File: src/design/fll_pkg.sv
package fll_pkg;

	localparam int MAX_ITEMS_DEF = 16;

	typedef struct packed {
		logic [15:0] pref_width;
		logic [15:0] pref_height;
		logic [7:0]  grow_weight;
		logic        last_item;
	} fll_in_t;

	typedef struct packed {
		logic [15:0] pos_x;
		logic [15:0] pos_y;
		logic [15:0] size_w;
		logic [15:0] size_h;
		logic        last_rect;
	} fll_out_t;

	typedef enum logic [2:0] {
		REG_DIR     = 3'd0,
		REG_ALIGN   = 3'd1,
		REG_JUSTIFY = 3'd2,
		REG_GAP     = 3'd3,
		REG_PAD     = 3'd4,
		REG_CW      = 3'd5,
		REG_CH      = 3'd6
	} fll_reg_t;

	localparam logic [1:0] ALIGN_START  = 2'd0;
	localparam logic [1:0] ALIGN_CENTER = 2'd1;
	localparam logic [1:0] ALIGN_END    = 2'd2;
	localparam logic [1:0] ALIGN_STRETCH = 2'd3;
	localparam logic [1:0] JUST_START   = 2'd0;
	localparam logic [1:0] JUST_CENTER  = 2'd1;
	localparam logic [1:0] JUST_END     = 2'd2;
	localparam logic [1:0] JUST_BETWEEN = 2'd3;

	typedef struct packed {
		logic        direction_column;
		logic [1:0]  align_mode;
		logic [1:0]  justify_mode;
		logic [15:0] gap_size;
		logic [15:0] padding_size;
		logic [15:0] box_width;
		logic [15:0] box_height;
	} fll_cfg_t;

	typedef enum logic [3:0] {
		ST_IDLE,
		ST_SUM,
		ST_PREP,
		ST_JDIV,
		ST_JWAIT,
		ST_RD,
		ST_GDIV,
		ST_GWAIT,
		ST_SDIV,
		ST_SWAIT,
		ST_EMIT
	} fll_state_t;

	// controller -> datapath
	typedef struct packed {
		logic store;
		logic clr_count;
		logic sum_clr;
		logic sum_step;
		logic prep;
		logic jdiv_go;
		logic jdiv_done;
		logic rd_item;
		logic gdiv_go;
		logic gdiv_done;
		logic sdiv_go;
		logic sdiv_done;
		logic emit;
	} fll_cmd_t;

	// datapath -> controller
	typedef struct packed {
		logic is_last;
		logic have_items;
		logic sum_end;
		logic need_jdiv;
		logic need_gdiv;
		logic need_sdiv;
		logic div_busy;
		logic emit_end;
	} fll_sts_t;

endpackage

File: src/design/fll_div.sv
// restoring divider, one quotient bit per cycle
module fll_div import fll_pkg::*; (
	input  logic        clk,
	input  logic        arst_n,
	input  logic        go,
	input  logic [39:0] dividend,
	input  logic [23:0] divisor,
	output logic        busy,
	output logic [39:0] quotient
);
	logic [5:0]  cnt_q;
	logic [39:0] q_q;
	logic [24:0] r_q;
	logic [23:0] d_q;
	logic [24:0] r_sh;
	logic [24:0] r_sub;

	assign r_sh = {r_q[23:0], q_q[39]};
	assign r_sub = r_sh - {1'b0, d_q};

	always_ff @(posedge clk or negedge arst_n) begin
		if (!arst_n) begin
			cnt_q <= '0;
		end else if (go) begin
			cnt_q <= 6'd40;
		end else if (cnt_q != '0) begin
			cnt_q <= cnt_q - 6'd1;
		end
	end

	always_ff @(posedge clk) begin
		if (go) begin
			q_q <= dividend;
			r_q <= '0;
			d_q <= divisor;
		end else if (cnt_q != '0) begin
			if (!r_sub[24]) begin
				r_q <= r_sub;
				q_q <= {q_q[38:0], 1'b1};
			end else begin
				r_q <= r_sh;
				q_q <= {q_q[38:0], 1'b0};
			end
		end
	end

	assign busy = (cnt_q != '0);
	assign quotient = q_q;
endmodule

File: src/design/fll_ctrl.sv
module fll_ctrl import fll_pkg::*; (
	input  logic     clk,
	input  logic     arst_n,
	input  logic     start,
	input  fll_sts_t sts,
	output logic     busy,
	output fll_cmd_t cmd
);
	fll_state_t state_q, state_d;

	always_ff @(posedge clk or negedge arst_n) begin
		if (!arst_n) begin
			state_q <= ST_IDLE;
		end else begin
			state_q <= state_d;
		end
	end

	always_comb begin
		state_d = state_q;
		case (state_q)
			ST_IDLE: begin
				if (start && sts.is_last) begin
					state_d = ST_SUM;
				end
			end
			ST_SUM: begin
				if (!sts.have_items) begin
					state_d = ST_IDLE;
				end else if (sts.sum_end) begin
					state_d = ST_PREP;
				end
			end
			ST_PREP: state_d = ST_JDIV;
			ST_JDIV: state_d = sts.need_jdiv ? ST_JWAIT : ST_RD;
			ST_JWAIT: begin
				if (!sts.div_busy) begin
					state_d = ST_RD;
				end
			end
			ST_RD: state_d = ST_GDIV;
			ST_GDIV: state_d = sts.need_gdiv ? ST_GWAIT : ST_SDIV;
			ST_GWAIT: begin
				if (!sts.div_busy) begin
					state_d = ST_SDIV;
				end
			end
			ST_SDIV: state_d = sts.need_sdiv ? ST_SWAIT : ST_EMIT;
			ST_SWAIT: begin
				if (!sts.div_busy) begin
					state_d = ST_EMIT;
				end
			end
			ST_EMIT: state_d = sts.emit_end ? ST_IDLE : ST_RD;
			default: state_d = ST_IDLE;
		endcase
	end

	always_comb begin
		cmd = '0;
		busy = (state_q != ST_IDLE);
		case (state_q)
			ST_IDLE: begin
				cmd.store = start;
				cmd.sum_clr = start;
			end
			ST_SUM: begin
				cmd.sum_step = sts.have_items;
				cmd.clr_count = !sts.have_items;
			end
			ST_PREP: cmd.prep = 1'b1;
			ST_JDIV: cmd.jdiv_go = sts.need_jdiv;
			ST_JWAIT: cmd.jdiv_done = !sts.div_busy;
			ST_RD: cmd.rd_item = 1'b1;
			ST_GDIV: cmd.gdiv_go = sts.need_gdiv;
			ST_GWAIT: cmd.gdiv_done = !sts.div_busy;
			ST_SDIV: cmd.sdiv_go = sts.need_sdiv;
			ST_SWAIT: cmd.sdiv_done = !sts.div_busy;
			ST_EMIT: begin
				cmd.emit = 1'b1;
				cmd.clr_count = sts.emit_end;
			end
			default: cmd = '0;
		endcase
	end
endmodule

File: src/design/fll_dp.sv
module fll_dp import fll_pkg::*; #(
	parameter int MAX_ITEMS = MAX_ITEMS_DEF
) (
	input  logic     clk,
	input  logic     arst_n,
	input  fll_in_t  in_item,
	input  fll_cfg_t cfg,
	input  fll_cmd_t cmd,
	output fll_sts_t sts,
	output logic     done,
	output fll_out_t result
);
	localparam int IW = (MAX_ITEMS > 1) ? $clog2(MAX_ITEMS) : 1;
	localparam int CW = $clog2(MAX_ITEMS + 1);

	logic [39:0] mem_q [MAX_ITEMS];
	logic [39:0] rd_q;
	logic [CW-1:0] count_q;
	logic [CW-1:0] idx_q;
	logic [IW-1:0] idx_a;
	logic [22:0] pref_tot_q;
	logic [14:0] grow_tot_q;

	logic [17:0] main_q, cross_q;        // avail_main, avail_cross
	logic [24:0] rem_extra_q, rem_over_q, rem_shr_q;
	logic [14:0] rem_grow_q;
	logic [40:0] cursor_q;
	logic [40:0] dgap_q;
	logic [24:0] m_q;
	logic [24:0] m_fin;

	logic        div_go;
	logic [39:0] div_a;
	logic [23:0] div_b;
	logic        div_busy;
	logic [39:0] div_qo;

	logic [15:0] pm, pc;
	logic [7:0]  g;

	logic        jd_q;
	logic        gd_q;
	logic [24:0] extra;
	logic [24:0] s_raw;
	logic [24:0] s_lim;

	assign idx_a = idx_q[IW-1:0];
	assign pm = cfg.direction_column ? rd_q[23:8] : rd_q[39:24];
	assign pc = cfg.direction_column ? rd_q[39:24] : rd_q[23:8];
	assign g = rd_q[7:0];

	// store and read port
	always_ff @(posedge clk) begin
		if (cmd.store && (count_q < CW'(MAX_ITEMS))) begin
			mem_q[count_q[IW-1:0]] <= {in_item.pref_width, in_item.pref_height,
				in_item.grow_weight};
		end
		rd_q <= mem_q[idx_a];
	end

	always_ff @(posedge clk or negedge arst_n) begin
		if (!arst_n) begin
			count_q <= '0;
		end else if (cmd.clr_count) begin
			count_q <= '0;
		end else if (cmd.store && (count_q < CW'(MAX_ITEMS))) begin
			count_q <= count_q + CW'(1);
		end
	end

	// sum pass: address idx_q, data arrives in rd_q on the cycle after
	logic sum_v_q;
	always_ff @(posedge clk or negedge arst_n) begin
		if (!arst_n) begin
			idx_q <= '0;
			sum_v_q <= 1'b0;
		end else if (cmd.sum_clr || cmd.prep) begin
			idx_q <= '0;
			sum_v_q <= 1'b0;
		end else if (cmd.sum_step) begin
			sum_v_q <= (idx_q < count_q);
			if (idx_q < count_q) begin
				idx_q <= idx_q + CW'(1);
			end
		end else if (cmd.emit) begin
			idx_q <= idx_q + CW'(1);
		end
	end

	assign sts.sum_end = !sum_v_q && (idx_q == count_q) && (idx_q != '0);
	assign sts.have_items = (count_q != '0);
	assign sts.is_last = in_item.last_item;
	assign sts.div_busy = div_busy;
	assign sts.emit_end = ((idx_q + CW'(1)) == count_q);

	always_ff @(posedge clk) begin
		if (cmd.sum_clr) begin
			pref_tot_q <= '0;
			grow_tot_q <= '0;
		end else if (cmd.sum_step && sum_v_q) begin
			pref_tot_q <= pref_tot_q + 23'(pm);
			grow_tot_q <= grow_tot_q + 15'(g);
		end
	end

	// container geometry
	logic [17:0] pad2;
	logic [17:0] inner_w, inner_h, inner_m;
	logic [23:0] gap_tot;
	logic [24:0] am_raw;
	logic [17:0] am;
	logic [24:0] lo_raw;
	assign pad2 = {1'b0, cfg.padding_size, 1'b0};
	assign inner_w = (18'(cfg.box_width) > pad2) ? 18'(cfg.box_width) - pad2 : '0;
	assign inner_h = (18'(cfg.box_height) > pad2) ? 18'(cfg.box_height) - pad2 : '0;
	assign inner_m = cfg.direction_column ? inner_h : inner_w;
	assign gap_tot = cfg.gap_size * 8'(count_q - CW'(1));
	assign am_raw = 25'(inner_m) - 25'(gap_tot);
	assign am = am_raw[24] ? '0 : am_raw[17:0];
	assign lo_raw = 25'(main_q) - 25'(pref_tot_q);

	logic nz_grow;
	assign nz_grow = (grow_tot_q != '0);
	assign sts.need_jdiv = !nz_grow && (cfg.justify_mode == JUST_BETWEEN)
		&& (count_q > CW'(1));

	// main_q is loaded in PREP from am; leftover computed the cycle after
	always_ff @(posedge clk) begin
		if (cmd.prep) begin
			main_q <= am;
			cross_q <= cfg.direction_column ? inner_w : inner_h;
		end
	end

	logic [23:0] left_c, over_c;
	assign left_c = lo_raw[24] ? '0 : lo_raw[23:0];
	assign over_c = lo_raw[24] ? 24'(-lo_raw) : '0;

	always_ff @(posedge clk or negedge arst_n) begin
		if (!arst_n) begin
			jd_q <= 1'b0;
		end else begin
			jd_q <= cmd.prep;
		end
	end

	always_ff @(posedge clk or negedge arst_n) begin
		if (!arst_n) begin
			gd_q <= 1'b0;
		end else begin
			gd_q <= cmd.rd_item;
		end
	end

	// grow / shrink per item
	assign sts.need_gdiv = (g != '0) && (rem_grow_q != '0);
	assign sts.need_sdiv = (rem_over_q != '0) && (rem_shr_q != '0);

	assign extra = div_qo[24:0];
	assign s_raw = (div_qo > 40'(m_q)) ? m_q : div_qo[24:0];
	assign s_lim = s_raw;

	// jd_q marks the JDIV cycle (set up the second pass),
	// gd_q the GDIV cycle, where rd_q is valid
	always_ff @(posedge clk) begin
		if (jd_q) begin
			rem_extra_q <= 25'(left_c);
			rem_over_q <= 25'(over_c);
			rem_shr_q <= 25'(pref_tot_q);
			rem_grow_q <= grow_tot_q;
			dgap_q <= 41'(cfg.gap_size);
			cursor_q <= '0;
			if (!nz_grow) begin
				if (cfg.justify_mode == JUST_CENTER) begin
					cursor_q <= 41'(left_c >> 1);
				end else if (cfg.justify_mode == JUST_END) begin
					cursor_q <= 41'(left_c);
				end
			end
		end else if (cmd.jdiv_done) begin
			dgap_q <= 41'(cfg.gap_size) + 41'(div_qo);
		end else if (gd_q) begin
			m_q <= 25'(pm);
		end else if (cmd.gdiv_done) begin
			m_q <= m_q + extra;
			rem_extra_q <= rem_extra_q - extra;
			rem_grow_q <= rem_grow_q - 15'(g);
		end else if (cmd.sdiv_done) begin
			m_q <= m_q - s_lim;
			rem_over_q <= rem_over_q - s_lim;
		end else if (cmd.emit) begin
			cursor_q <= cursor_q + 41'(m_fin) + dgap_q;
			rem_shr_q <= rem_shr_q - 25'(pm);
		end
	end

	assign div_go = cmd.jdiv_go || cmd.gdiv_go || cmd.sdiv_go;
	always_comb begin
		div_a = '0;
		div_b = 24'd1;
		if (cmd.jdiv_go) begin
			div_a = 40'(left_c);
			div_b = 24'(count_q - CW'(1));
		end else if (cmd.gdiv_go) begin
			div_a = 40'(rem_extra_q) * 40'(g);
			div_b = 24'(rem_grow_q);
		end else if (cmd.sdiv_go) begin
			div_a = 40'(rem_over_q) * 40'(pm);
			div_b = rem_shr_q[23:0];
		end
	end

	fll_div u_div (
		.clk(clk), .arst_n(arst_n), .go(div_go), .dividend(div_a), .divisor(div_b),
		.busy(div_busy), .quotient(div_qo)
	);

	// output formation
	logic [17:0] c, off;
	logic [41:0] mpos, cpos;
	assign m_fin = m_q;
	always_comb begin
		if (cfg.align_mode == ALIGN_STRETCH || pc == '0) begin
			c = cross_q;
		end else begin
			c = (18'(pc) < cross_q) ? 18'(pc) : cross_q;
		end
		off = '0;
		if (cfg.align_mode == ALIGN_CENTER) begin
			off = (cross_q - c) >> 1;
		end else if (cfg.align_mode == ALIGN_END) begin
			off = cross_q - c;
		end
	end
	assign mpos = 42'(cfg.padding_size) + 42'(cursor_q);
	assign cpos = 42'(cfg.padding_size) + 42'(off);

	function automatic logic [15:0] sat(input logic [41:0] v);
		return (v > 42'd65535) ? 16'hFFFF : v[15:0];
	endfunction

	always_ff @(posedge clk or negedge arst_n) begin
		if (!arst_n) begin
			done <= 1'b0;
		end else begin
			done <= cmd.emit;
		end
	end

	always_ff @(posedge clk) begin
		if (cmd.emit) begin
			result.last_rect <= sts.emit_end;
			if (cfg.direction_column) begin
				result.pos_x <= sat(cpos);
				result.pos_y <= sat(mpos);
				result.size_w <= sat(42'(c));
				result.size_h <= sat(42'(m_fin));
			end else begin
				result.pos_x <= sat(mpos);
				result.pos_y <= sat(cpos);
				result.size_w <= sat(42'(m_fin));
				result.size_h <= sat(42'(c));
			end
		end
	end
endmodule

File: src/design/flex_line_layout_top.sv
// Layout engine for one flex line. Items enter one per start pulse while busy is low; a
// non-last item leaves busy low. On the last item busy stays high for the whole layout:
// a sum pass, the PREP and JDIV setup steps, an optional divider wait for space-between,
// then per item the RD, GDIV, SDIV and EMIT steps plus up to two waits on the shared
// bit-serial divider (grow share, shrink share). Each rectangle appears for one cycle on
// result with done high, the cycle after its emit step; the receiver cannot stall, so it
// must take every done cycle.
module flex_line_layout_top import fll_pkg::*; #(
	parameter int MAX_ITEMS = MAX_ITEMS_DEF
) (
	input  logic        clk,
	input  logic        arst_n,
	input  logic        start,
	input  fll_in_t     in_item,
	output logic        busy,
	output logic        done,
	output fll_out_t    result,
	input  logic        psel,
	input  logic        penable,
	input  logic        pwrite,
	input  logic [4:0]  paddr,
	input  logic [31:0] pwdata,
	output logic [31:0] prdata,
	output logic        pready
);
	fll_cfg_t cfg_q;
	fll_cmd_t cmd;
	fll_sts_t sts;
	logic     ctl_busy;

	assign pready = 1'b1;
	assign busy = ctl_busy;

	always_ff @(posedge clk or negedge arst_n) begin
		if (!arst_n) begin
			cfg_q <= '{direction_column: 1'b0, align_mode: ALIGN_STRETCH, default: '0};
		end else if (psel && penable && pwrite) begin
			case (paddr[4:2])
				REG_DIR:     cfg_q.direction_column <= pwdata[0];
				REG_ALIGN:   cfg_q.align_mode <= pwdata[1:0];
				REG_JUSTIFY: cfg_q.justify_mode <= pwdata[1:0];
				REG_GAP:     cfg_q.gap_size <= pwdata[15:0];
				REG_PAD:     cfg_q.padding_size <= pwdata[15:0];
				REG_CW:      cfg_q.box_width <= pwdata[15:0];
				REG_CH:      cfg_q.box_height <= pwdata[15:0];
				default: ;
			endcase
		end
	end

	always_comb begin
		case (paddr[4:2])
			REG_DIR:     prdata = 32'(cfg_q.direction_column);
			REG_ALIGN:   prdata = 32'(cfg_q.align_mode);
			REG_JUSTIFY: prdata = 32'(cfg_q.justify_mode);
			REG_GAP:     prdata = 32'(cfg_q.gap_size);
			REG_PAD:     prdata = 32'(cfg_q.padding_size);
			REG_CW:      prdata = 32'(cfg_q.box_width);
			REG_CH:      prdata = 32'(cfg_q.box_height);
			default:     prdata = '0;
		endcase
	end

	fll_ctrl u_ctrl (
		.clk(clk), .arst_n(arst_n), .start(start && !ctl_busy), .sts(sts),
		.busy(ctl_busy), .cmd(cmd)
	);

	fll_dp #(.MAX_ITEMS(MAX_ITEMS)) u_dp (
		.clk(clk), .arst_n(arst_n), .in_item(in_item), .cfg(cfg_q), .cmd(cmd),
		.sts(sts), .done(done), .result(result)
	);
endmodule

File: config.mk
export PLATFORM = sky130hd
export DESIGN_NAME = flex_line_layout_top
export DESIGN_NICKNAME = d
export VERILOG_FILES = /design/src/design/fll_pkg.sv /design/src/design/fll_div.sv /design/src/design/fll_ctrl.sv /design/src/design/fll_dp.sv /design/src/design/flex_line_layout_top.sv
export SDC_FILE = /design/constraint.sdc
export NUM_CORES = 2
export LEC_CHECK = 0
export BUFFER_PORTS_ARGS = -buffer_cell sky130_fd_sc_hd__clkbuf_2
export CORE_UTILIZATION = 65
export CTS_CLUSTER_DIAMETER = 40
export CTS_CLUSTER_SIZE = 8
export DETAILED_ROUTE_END_ITERATION = 12
export HOLD_SLACK_MARGIN = 0.12
export PLACE_DENSITY_LB_ADDON = 0.15
export REMOVE_ABC_BUFFERS = 1
export SLEW_MARGIN = 20
export SYNTH_ARGS = -nofsm -noshare
export SYNTH_HDL_FRONTEND = slang
export SYNTH_SLANG_ARGS = --single-unit
File: constraint.sdc
create_clock -name clk -period 24.2 [get_ports clk]
set_input_delay 2.42 -clock clk [delete_from_list [all_inputs] [get_ports clk]]
set_output_delay 2.42 -clock clk [all_outputs]
set_load 0.05 [all_outputs]
==> flow_metrics.py <==
metrics = {
    "detailed_routing": {
        "wire_per_inst_um": 27.4,
        "drt_iter0_markers": 7662,
        "viasPerCell": 6.60,
        "drt.antenna.violating_nets": 0,
        "dr.pass1.iters": 7,
        "vias": 67805,
        "drc_errors": 0,
        "wl_um": 281000,
    },
    "global_route": {
        "grt_overflow": 0,
        "antenna_found_initial": 14,
        "grt_pass1_wl_um": 417000,
        "grt_pass1_vias": 67710,
        "grt_max_degree": 113,
        "grt_usage": 0.411,
    },
    "critical_path": {
        "start_kind": "flip-flop",
        "cp_num_buf_inv": 2,
        "arrival_ns": 10.70,
        "cp_slowest_cell": "dfrtp_4",
        "crit_required_ns": 24.74,
        "path_class": "reg2reg",
        "endpoint_kind": "flip-flop",
        "path_delay_family": "compound AO/OA/AOI/OAI gates",
        "max_stage_delay_ns": 0.78,
        "cp_max_fo": 39,
    },
    "logic_synthesis": {
        "synth_flop_cell": "edfxtp_1",
        "yosysUniqueCellTypes": 98,
        "synthArstFlopShare": 0.0777,
        "yosysSeqAreaShare": 0.386,
        "postSynthCellCount": 8206,
        "syn_area_mm2": 0.0885,
        "yosys_warnings": 0,
        "synth_edf_count": 973,
        "synth_seq_cells": 1197,
        "syn_avg_cell_area_um2": 10.8,
    },
    "timing": {
        "timing.final.crit_share": 0.420,
        "worst_slew_pin_slew_ns": 1.28,
        "rsz0062_at_grt": "no",
        "tns_ns": 0,
        "hold_viol_final": 0,
        "relSlewSlack": 0.136,
        "min_period_ns": 10.16,
        "finalMaxSlewViolations": 0,
        "setup_viol": 0,
        "clock_skew_ns": 0.0942,
        "fmax_mhz": 98.5,
    },
    "die": {
        "rows": 135,
        "start_util": 0.654,
        "die_x_um": 371,
        "dieHeight_um": 371,
        "die-area_mm2": 0.138,
        "core_area_mm2": 0.135,
        "ios": 184,
    },
    "place": {
        "hpwl_um": 192000,
        "place.gp.congestion": 1.01,
        "place_area_mm2": 0.0913,
        "port_buffers": 148,
    },
    "min_path": {
        "hold_class": "reg2reg",
    },
    "clock_network": {
        "postCtsSetupBuffers": 0,
        "cts_tree": "done",
        "cts_buffer_depth": 3,
        "clkSlewWorstSetupHoldPaths_ns": 0.05,
        "cts_buffers": 199,
        "ctsResizeCount": 0,
        "root_buffer": "clkbuf_16",
        "cts.sinks": 1197,
        "htree_levels": 4,
        "cts_hold_buf": 0,
        "clk_latency_ns": 0.85,
    },
    "final_layout": {
        "areaGrowthSynthToFinish_pct": 10.4,
        "final_layout_size_suffix_gt1_frac": 0.111,
        "nNetsFinal": 9593,
        "design_area_mm2": 0.0977,
    },
    "outcome": {
        "outcome": "complete, no violations",
    },
    "run": {
        "maxCapViolations": 0,
    },
}
-- metal layers --
metal,part of all wire,track usage
met4,0.062,0.225
met2,0.46,0.640
met1,0.37,0.525
met5,0.00023,0
met3,0.11,0.110
-- Yosys cell counts (156+ instances only) --
cell type	number	area, µm²
edfxtp_1	973	29200
nand2_1	887	3330
clkbuf_1	272	1020
o21ai_0	373	1870
ha_1	573	7170
mux4_2	201	4530
a21oi_1	411	2060
xnor2_1	213	1870
nor2_1	451	1690
inv_1	870	3270
fa_1	600	12000
nor3_1	156	781
xor2_1	172	1510
and2_1	220	1380
-- path summary, 6_finish.rpt --
| kind | from | end | slack [ns] | depth (start not counted) |
|---|---|---|---|---|
| min in group asynchronous | arst_n | u_dp.u_div.cnt_q[1] | 1.64 | 1 |
| max in group asynchronous | arst_n | cfg_q[28] | 21.35 | 2 |
| setup reg to reg | cfg_q[68] | u_dp.result[48] | 14.04 | 30 |
| hold / removal | u_dp.pref_tot_q[13] | u_dp.pref_tot_q[13] | 0.50 | 2 |
| hold reg to reg | u_dp.pref_tot_q[13] | u_dp.pref_tot_q[13] | 0.50 | 2 |
| setup / recovery | cfg_q[68] | u_dp.result[48] | 14.04 | 30 |
-- worst reg2reg max path: cells and delay by family (launching register included) --
kind | cells | cell delay [ns]
XOR/XNOR | 1 | 0.14
buffers and inverters | 2 | 0.28
AO/OA/AOI/OAI | 17 | 4.80
flip-flops | 1 | 0.78
adder cells (fa/ha/maj) | 5 | 1.78
multiplexers | 1 | 0.72
AND/OR/NAND/NOR | 4 | 1.34
-- per-stage QoR --
step	worst slack, ns	hold slack [ns]	cells	utilization
after floorplan	14.33	0.444	7865	-
after global placement	14.50	0.463	9916	0.674
after detailed placement	14.42	0.489	9916	0.674
after CTS	14.29	0.495	10263	0.722
after global routing	13.35	0.511	10263	0.722
final	14.04	0.498	10269	0.722
-- cell usage in the layout (no fill, tap or decap), types with 122 or more instances in the layout --
cell       Yosys  final
fa_1         600    600
nand3_1      132    132
mux4_2       201    201
inv_1        870    868
clkbuf_16      0    201
a21oi_1      411    409
and2_1       220    220
nor3_1       156    150
xnor2_1      213    209
nor2_1       451    437
a21o_1       133    133
ha_1         573    573
xor2_1       172    172
edfxtp_1     973    973
dfxtp_1      131    130
clkbuf_2       0    147
buf_4         19    122
nand2_1      887    885
o21ai_0      373    370
-- cell families after synthesis --
| kind of cell | share of synthesized area |
|---|---|
| buffers and inverters | 0.0532 |
| AO/OA/AOI/OAI | 0.110 |
| XOR/XNOR | 0.0381 |
| AND/OR/NAND/NOR | 0.124 |
| multiplexers | 0.0714 |
| flip-flops | 0.386 |
| other | 0.0000849 |
| adder cells (fa/ha/maj) | 0.217 |
-- state kept, by name, summed over array words and instances, names as in the netlist, 5 cells and up --
| name | flops |
|---|---|
| u_dp.mem_q | 640 |
| cfg_q | 69 |
| u_dp.result | 65 |
| u_dp.cursor_q | 41 |
| u_dp.dgap_q | 41 |
| u_dp.rd_q | 40 |
| u_dp.u_div.quotient | 40 |
| u_dp.m_fin | 25 |
| u_dp.rem_extra_q | 25 |
| u_dp.rem_over_q | 25 |
| u_dp.rem_shr_q | 25 |
| u_dp.u_div.d_q | 24 |
| u_dp.u_div.r_q | 24 |
| u_dp.pref_tot_q | 23 |
| u_dp.cross_q | 18 |
| u_dp.main_q | 18 |
| u_dp.grow_tot_q | 15 |
| u_dp.rem_grow_q | 15 |
| u_dp.u_div.cnt_q | 6 |
| u_dp.count_q | 5 |
| u_dp.idx_q | 5 |
-- area by class of cell --
type | count | area (µm²)
clock inverter | 72 | 1050
antenna | 6 | 15.0
inverter | 875 | 3280
tap | 1781 | 2230
multi-input combinational | 5793 | 49900
fill | 9309 | 37600
timing repair buffer | 270 | 1660
clock buffer | 275 | 5360
sequential | 1197 | 34200
Power is left out: the tool's default activity adds up to more than one toggle a clock period on the data nets, which glitch-free logic cannot reach.
